<file path="src/hw/rtl/lpn_pkg.sv">
// shared types and constants of the led pixel node controller
`timescale 1ns / 1ps
`default_nettype none

package lpn_pkg;

  // event kinds
  localparam logic [1:0] MODE_CMD    = 2'd0;
  localparam logic [1:0] MODE_BUTTON = 2'd1;
  localparam logic [1:0] MODE_TICK   = 2'd2;

  // command byte fields
  localparam logic [7:0] CMD_MASK    = 8'hE0;
  localparam logic [7:0] CMD_STORE   = 8'h80;
  localparam logic [7:0] CMD_RECALL  = 8'h40;
  localparam logic [7:0] CMD_PALETTE = 8'h20;
  localparam int         SLOT_BITS   = 5;

  // configuration register indexes
  localparam logic CFG_COLOR_COUNT  = 1'b0;
  localparam logic CFG_IDLE_SECONDS = 1'b1;

  // configuration reset values and the upper bound of the colour count
  localparam logic [6:0]  COUNT_RESET = 7'd7;
  localparam logic [15:0] IDLE_RESET  = 16'd900;
  localparam logic [6:0]  COUNT_MAX   = 7'd64;

  // remainder unit: one quotient bit per cycle over a 6-bit dividend
  localparam int         DIV_STEPS = 6;
  localparam logic [2:0] DIV_LAST  = 3'(DIV_STEPS - 1);

  typedef enum logic [2:0] {
    S_IDLE,
    S_EXEC,
    S_ACCESS,
    S_LOAD_RD,
    S_LOAD_DIV,
    S_DONE
  } state_t;

endpackage

`default_nettype wire

</file>
<file path="src/hw/rtl/led_pixel_node_controller.sv">
// led pixel node controller: command, button and tick event handling over a slot memory
// button, tick, palette and error events pass exec and done; a save adds access, a load
// adds access and read, and a load of a written slot adds the remainder steps as well
// one event at a time: the next transaction is taken the cycle after the result is
// registered; the load remainder takes 6 steps
// synchronous reset clears the index, timer, press flag and per-slot valid bits at once;
// a slot not written since reset reads as erased, so no clearing pass is needed
`timescale 1ns / 1ps
`default_nettype none

module led_pixel_node_controller #(
  parameter int SLOT_COUNT = 32
) (
  input  wire logic        clk,
  input  wire logic        rst,
  input  wire logic        cfg_we,
  input  wire logic        cfg_index,
  input  wire logic [15:0] cfg_data,
  input  wire logic        in_valid,
  output logic             in_stall,
  input  wire logic [1:0]  mode,
  input  wire logic [7:0]  rx_byte,
  input  wire logic        button_down,
  output logic             out_valid,
  input  wire logic        out_stall,
  output logic [5:0]       color_index,
  output logic             relay_valid,
  output logic [7:0]       relay_byte,
  output logic             command_error,
  output logic             boot_slot_written
);

  import lpn_pkg::*;

  // save slots plus the power-on slot at the top address
  localparam int SLOT_DEPTH = SLOT_COUNT + 1;
  localparam int ADDR_W     = $clog2(SLOT_DEPTH);
  localparam logic [ADDR_W-1:0] BOOT_ADDR = ADDR_W'(SLOT_COUNT);

  state_t state, state_next;

  // configuration
  logic [6:0]  color_count;
  logic [15:0] idle_seconds;
  logic [6:0]  eff_count;

  // node state
  logic [5:0]  current_index;
  logic        press_latched;
  logic [15:0] idle_count;
  logic        timer_running;

  // captured event
  logic [1:0] cap_mode;
  logic [7:0] cap_byte;
  logic       cap_down;
  logic [7:0] cmd;

  // pending result
  logic       res_relay_valid;
  logic [7:0] res_relay_byte;
  logic       res_err;
  logic       res_written;

  // slot memory
  logic [5:0]            mem [SLOT_DEPTH];
  logic [SLOT_DEPTH-1:0] slot_valid;
  logic                  mem_we;
  logic [ADDR_W-1:0]     mem_waddr;
  logic                  mem_re;
  logic [ADDR_W-1:0]     slot_addr;
  logic [5:0]            rd_data;
  logic                  rd_valid;

  // remainder unit
  logic [6:0] div_rem;
  logic [5:0] div_dvd;
  logic [6:0] div_dsr;
  logic [2:0] div_cnt;
  logic [6:0] div_trial;
  logic [6:0] div_rem_step;
  logic       div_last;
  logic       div_load;
  logic [5:0] div_dvd_in;
  logic [6:0] div_dsr_in;

  logic [16:0] tick_count;
  logic        expire;
  logic [6:0]  press_next;
  logic        out_free;

  // slot number folded into the slot range by a constant table
  function automatic logic [SLOT_BITS-1:0] slot_fold(input logic [SLOT_BITS-1:0] s);
    slot_fold = '0;
    for (int i = 0; i < 2**SLOT_BITS; i++) begin
      if (s == SLOT_BITS'(i)) slot_fold = SLOT_BITS'(i % SLOT_COUNT);
    end
  endfunction

  assign cmd        = cap_byte & CMD_MASK;
  assign slot_addr  = ADDR_W'(slot_fold(cap_byte[SLOT_BITS-1:0]));
  assign tick_count = {1'b0, idle_count} + 17'd1;
  assign expire     = tick_count >= {1'b0, idle_seconds};
  assign press_next = {1'b0, current_index} + 7'd1;
  assign out_free   = !out_valid || !out_stall;
  assign in_stall   = (state != S_IDLE);

  always_comb begin
    if (color_count == 7'd0) begin
      eff_count = 7'd1;
    end else if (color_count > COUNT_MAX) begin
      eff_count = COUNT_MAX;
    end else begin
      eff_count = color_count;
    end
  end

  // restoring remainder step
  assign div_trial    = {div_rem[5:0], div_dvd[5]};
  assign div_rem_step = (div_trial >= div_dsr) ? (div_trial - div_dsr) : div_trial;
  assign div_last     = (div_cnt == DIV_LAST);

  always_ff @(posedge clk) begin
    if (rst) begin
      state <= S_IDLE;
    end else begin
      state <= state_next;
    end
  end

  always_comb begin
    state_next = state;
    mem_we     = 1'b0;
    mem_waddr  = slot_addr;
    mem_re     = 1'b0;
    div_load   = 1'b0;
    div_dvd_in = rd_data;
    div_dsr_in = eff_count;
    unique case (state)
      S_IDLE: begin
        if (in_valid) state_next = S_EXEC;
      end
      S_EXEC: begin
        priority if (cap_mode == MODE_CMD && (cmd == CMD_STORE || cmd == CMD_RECALL)) begin
          state_next = S_ACCESS;
        end else if (cap_mode == MODE_TICK && timer_running && expire) begin
          mem_we     = 1'b1;
          mem_waddr  = BOOT_ADDR;
          state_next = S_DONE;
        end else begin
          state_next = S_DONE;
        end
      end
      S_ACCESS: begin
        if (cmd == CMD_STORE) begin
          mem_we     = 1'b1;
          state_next = S_DONE;
        end else begin
          mem_re     = 1'b1;
          state_next = S_LOAD_RD;
        end
      end
      S_LOAD_RD: begin
        if (rd_valid) begin
          div_load   = 1'b1;
          state_next = S_LOAD_DIV;
        end else begin
          state_next = S_DONE;
        end
      end
      S_LOAD_DIV: begin
        if (div_last) state_next = S_DONE;
      end
      S_DONE: begin
        if (out_free) state_next = S_IDLE;
      end
      default: state_next = S_IDLE;
    endcase
  end

  // slot memory with registered read
  always_ff @(posedge clk) begin
    if (mem_we) mem[mem_waddr] <= current_index;
    if (mem_re) begin
      rd_data  <= mem[slot_addr];
      rd_valid <= slot_valid[slot_addr];
    end
  end

  // remainder unit
  always_ff @(posedge clk) begin
    if (div_load) begin
      div_rem <= 7'd0;
      div_dvd <= div_dvd_in;
      div_dsr <= div_dsr_in;
      div_cnt <= 3'd0;
    end else begin
      div_rem <= div_rem_step;
      div_dvd <= {div_dvd[4:0], 1'b0};
      div_cnt <= div_cnt + 3'd1;
    end
  end

  // event capture
  always_ff @(posedge clk) begin
    if (state == S_IDLE && in_valid) begin
      cap_mode <= mode;
      cap_byte <= rx_byte;
      cap_down <= button_down;
    end
  end

  // configuration and node state
  always_ff @(posedge clk) begin
    if (rst) begin
      color_count   <= COUNT_RESET;
      idle_seconds  <= IDLE_RESET;
      current_index <= 6'd0;
      press_latched <= 1'b0;
      idle_count    <= 16'd0;
      timer_running <= 1'b0;
      slot_valid    <= '0;
      out_valid     <= 1'b0;
    end else begin
      if (cfg_we) begin
        unique case (cfg_index)
          CFG_COLOR_COUNT:  color_count  <= cfg_data[6:0];
          CFG_IDLE_SECONDS: idle_seconds <= cfg_data;
          default:          ;
        endcase
      end

      if (state == S_EXEC) begin
        if (cap_mode == MODE_BUTTON) begin
          if (cap_down && !press_latched) begin
            press_latched <= 1'b1;
            current_index <= (press_next >= eff_count) ? 6'd0 : press_next[5:0];
            idle_count    <= 16'd0;
            timer_running <= 1'b1;
          end else if (!cap_down && press_latched) begin
            press_latched <= 1'b0;
          end
        end else if (cap_mode == MODE_TICK && timer_running) begin
          if (expire) begin
            idle_count    <= 16'd0;
            timer_running <= 1'b0;
          end else begin
            idle_count <= tick_count[15:0];
          end
        end
      end

      // erased slot loads as index zero
      if (state == S_LOAD_RD && !rd_valid) current_index <= 6'd0;
      if (state == S_LOAD_DIV && div_last) current_index <= div_rem_step[5:0];

      if (mem_we) slot_valid[mem_waddr] <= 1'b1;

      if (state == S_DONE && out_free) begin
        out_valid <= 1'b1;
      end else if (!out_stall) begin
        out_valid <= 1'b0;
      end
    end
  end

  // pending result fields
  always_ff @(posedge clk) begin
    if (state == S_EXEC) begin
      res_relay_valid <= 1'b0;
      res_relay_byte  <= 8'd0;
      res_err         <= 1'b0;
      res_written     <= 1'b0;
      if (cap_mode == MODE_CMD) begin
        if (cmd == CMD_STORE || cmd == CMD_RECALL || cmd == CMD_PALETTE) begin
          res_relay_valid <= 1'b1;
          res_relay_byte  <= cap_byte;
        end else begin
          res_err <= 1'b1;
        end
      end else if (cap_mode == MODE_TICK && timer_running && expire) begin
        res_written <= 1'b1;
      end
    end
  end

  // output register
  always_ff @(posedge clk) begin
    if (state == S_DONE && out_free) begin
      color_index       <= current_index;
      relay_valid       <= res_relay_valid;
      relay_byte        <= res_relay_byte;
      command_error     <= res_err;
      boot_slot_written <= res_written;
    end
  end

endmodule

`default_nettype wire

</file>
<file path="config.mk">
export PLATFORM = sky130hd
export DESIGN_NAME = led_pixel_node_controller
export DESIGN_NICKNAME = d
export VERILOG_FILES = /design/src/hw/rtl/lpn_pkg.sv /design/src/hw/rtl/led_pixel_node_controller.sv
export SDC_FILE = /design/constraint.sdc
export NUM_CORES = 1
export LEC_CHECK = 0
export ABC_AREA = 1
export BUFFER_PORTS_ARGS = -buffer_cell sky130_fd_sc_hd__buf_2
export CAP_MARGIN = 5
export CORE_MARGIN = 1.5
export CORE_UTILIZATION = 56
export CTS_CLUSTER_DIAMETER = 80
export DETAILED_ROUTE_END_ITERATION = 16
export GPL_ROUTABILITY_DRIVEN = 0
export PLACE_DENSITY = 0.76
export REMOVE_ABC_BUFFERS = 1
export SKIP_CTS_REPAIR_TIMING = 1
export SYNTH_ARGS = -nofsm -noshare
export SYNTH_HDL_FRONTEND = slang
export SYNTH_SLANG_ARGS = --single-unit
export TNS_END_PERCENT = 100
</file>
<file path="constraint.sdc">
create_clock -name clk -period 2.99 [get_ports clk]
set_input_delay 0.1495 -clock clk [delete_from_list [all_inputs] [get_ports clk]]
set_output_delay 0.1495 -clock clk [all_outputs]
set_load 0.03 [all_outputs]
</file>
==> results.sh <==
export IMPL_dieArea_um2=26550
export IMPL_period_share=1.172
export IMPL_dp_slack_ns=-0.5259
export IMPL_num_vias=10870
export IMPL_crit_type="register to register"
export IMPL_ys_flop_type="edfxtp_1"
export IMPL_die_w_um=162.9
export IMPL_setup_tns_ns=-104.30
export IMPL_syn_area_per_cell_um2=10.46
export IMPL_synthDistinctLibCells=42
export IMPL_violations="negative setup slack"
export IMPL_rr_worst_depth=20
export IMPL_io_pins=52
export IMPL_wl_mm=36.34
export IMPL_power_density_nw_per_um2=653.1
export IMPL_grt_pass1_vias=10250
export IMPL_critPathCaptureType="register"
export IMPL_drc=0
export IMPL_max_cap_viol_count=0
export IMPL_max_freq_mhz=285.2
export IMPL_grt_ovfl_total=0
export IMPL_clk_pin_slew_ns=0.07
export IMPL_core_um2=25110
export IMPL_finalSetupViolCount=241
export IMPL_clock_latency_ns=0.53
export IMPL_antenna_found_initial=1
export IMPL_ys_seq_area_frac=0.6505
export IMPL_busiest_layer="met2"
export IMPL_num_fill_cells=1772
export IMPL_grt_met1_usage=0.3701
export IMPL_final_max_slew_viol_count=0
export IMPL_nets=1585
export IMPL_ant_nets=0
export IMPL_min_path_type="primary input to register"
export IMPL_via_per_inst=5.798
export IMPL_syn_inst=1370
export IMPL_slew_headroom=0.1900
export IMPL_async_reset_ff_frac=0
export IMPL_seqCellArea_um2=9323
export IMPL_ctsRootBufferMaster="clkbuf_16"
export IMPL_synthToLayoutAreaGrowth_pct=21.39
export IMPL_multiInputGateArea_um2=4718
export IMPL_drtIter0Drc=1220
export IMPL_use_met3=0.04584
export IMPL_synth_edf_count=245
export IMPL_clock_sinks=343
export IMPL_cts_buffer_depth=3
export IMPL_grt_pass1_wl_mm=54.27
export IMPL_power_total_mw=11.36
export IMPL_required_ns=3.22
export IMPL_htreeDepth=2
export IMPL_use_met2=0.4313
export IMPL_grt_setup_unrepaired="true"
export IMPL_wl_per_cell_um=19.39
export IMPL_grt_usage=0.2678
export IMPL_outcome="complete, but fails checks"
export IMPL_period_needed_ns=3.506
export IMPL_numCtsBuffers=36
export IMPL_netlist_area_um2=14320
export IMPL_antenna_cells=0
export IMPL_worstMarginPinSlew_ns=1.211
export IMPL_cts_tree="done"
export IMPL_grt_max_degree=122
export IMPL_cp_max_fo=8
export IMPL_synth_seq_cells=343
export IMPL_port_buffers=51
export IMPL_cp_arrival_ns=3.74
export IMPL_place_detailed_hpwl_mm=22.62
export IMPL_ir_worst_vdd_v=0.0004488
export IMPL_first_pass_iters=5
export IMPL_hold_viol=0
export IMPL_start_kind="register"
export IMPL_hold_path_depth=4
export IMPL_num_rows=58
export IMPL_setup_ws_ns=-0.5157
export IMPL_die_h_um=162.9
export IMPL_p_leak_nw=6.668
export IMPL_drive_gt1_frac=0.1898
export IMPL_yosys_warnings=0
export IMPL_worst_clock_skew_ns=0.01664
export IMPL_start_util=0.5705
registers in the layout, summed over array words and instances, names as in the netlist, 6 cells and up:
register / cells
idle_count: 16
div_dvd_in: 6
div_rem: 6
current_index: 6
color_index: 6
color_count: 7
mem: 192
cap_byte: 8
slot_valid: 32
div_dsr: 7
div_dvd: 6
res_relay_byte: 8
relay_byte: 8
idle_seconds: 16
synth_stat cells, types with 2 or more instances:
cell type    n  area share
a211oi_1     4      0.0021
a21oi_1     79       0.028
a221oi_1     5      0.0031
a31oi_1      3      0.0013
a32o_1       2      0.0014
a32oi_1      2      0.0012
buf_1        2     0.00052
buf_2        4      0.0014
clkbuf_1    54       0.014
clkinv_1     2     0.00052
dfxtp_1     98        0.14
edfxtp_1   245        0.51
ha_1        35       0.031
inv_1      117       0.031
nand2_1    165       0.043
nand3_1     31       0.011
nand3b_1     2      0.0010
nand4_1     12      0.0052
nor2_1     249       0.065
nor2_2       2     0.00087
nor3_1      10      0.0035
nor4_1       2     0.00087
o2111ai_1    2      0.0012
o211ai_1     8      0.0042
o21ai_0    145       0.051
o221ai_1     3      0.0018
o22ai_1     45       0.020
or2_2        7      0.0031
xnor2_1      7      0.0043
xor2_1      16      0.0098
area by class of cell:
class	count	area share
Inverter	119	0.02741
Clock buffer	53	0.05843
Sequential cell	343	0.5361
Multi-Input combinational cell	848	0.2713
Clock inverter	13	0.005972
Timing Repair Buffer	168	0.07699
Tap cell	330	0.02374
layer usage:
metal,part of all wire,wire length (um)
met5,0,0
met4,0.028,1032
met3,0.084,3052
met2,0.48,17360
met1,0.41,14890
path summary, 6_finish.rpt:
| kind | startpoint | to | slack [ns] |
|---|---|---|---|
| worst max-delay path | idle_count[1] | mem[18][3] | -0.52 |
| worst min-delay path | cfg_index | color_count[1] | 0.02 |
| worst max register to register | idle_count[1] | mem[18][3] | -0.52 |
| worst min register to register | res_relay_byte[5] | relay_byte[5] | 0.42 |
cell usage in the layout, fill, tap and decap left out, types with 4 or more instances in the layout:
master         synthesis  final
edfxtp_1             245    245
nor2_1               249    214
nand2_1              165    152
o21ai_0              145    145
inv_1                117    105
dfxtp_1               98     95
a21oi_1               79     66
buf_4                  0     66
buf_2                  4     51
o22ai_1               45     45
clkbuf_16              0     38
ha_1                  35     35
dlygate4sd3_1          0     28
nand3_1               31     26
nor2_4                 0     23
buf_6                  0     18
xor2_1                16     14
nor2_2                 2     14
a21oi_2                0     13
clkbuf_1              54     13
nand2_2                0     12
nand4_1               12     12
inv_4                  0     10
nor3_1                10      8
o211ai_1               8      8
or2_2                  7      7
xnor2_1                7      6
clkinv_2               0      6
a221oi_1               5      5
clkinv_1               2      4
a211oi_1               4      4
buf_12                 0      4
where the power goes:
part | switching [mW] | internal [mW] | total, mW
logic | 1.16 | 0.520 | 1.68
clock network | 1.77 | 2.46 | 4.23
registers | 0.113 | 5.33 | 5.44
total | 3.05 | 8.31 | 11.4
stage by stage:
stage | hold WS [ns] | area [um^2] | utilization | instances
6_report | 0.02075 | 17390 | 0.6925 | 1874
5_1_grt | 0.05467 | 17390 | 0.6925 | 1874
4_1_cts | -0.2098 | 16550 | 0.6591 | 1839
3_5_place_dp | 0.3280 | 15430 | 0.6145 | 1773
3_3_place_gp | 0.3263 | 15430 | 0.6145 | 1773
2_1_floorplan | 0.2186 | 14090 | - | 1310
worst max-delay path: stages, from the launching register on:
cell and delay [ns]:
dfxtp_2 0.35, nand2_2 0.07, nor2_4 0.11, nand3_2 0.08, nand3b_1 0.30, buf_4 0.22
nor3_4 0.20, xor2_2 0.17, ha_1 0.26, nand2_1 0.09, nor2_2 0.05, and2_4 0.16
a31oi_4 0.18, o21ai_2 0.06, inv_1 0.07, nand2_2 0.07, nand3_4 0.15, nand4_1 0.12
buf_4 0.19, nor2_1 0.12, buf_6 0.17
kinds of logic after synthesis:
logic type      share of synthesized area
simple gates                       0.1368
flops                              0.6505
compound gates                     0.1194
buf+inv                           0.04725
fa+ha+maj                         0.03197
xor+xnor                          0.01406
(Power assumes the default switching activity.)
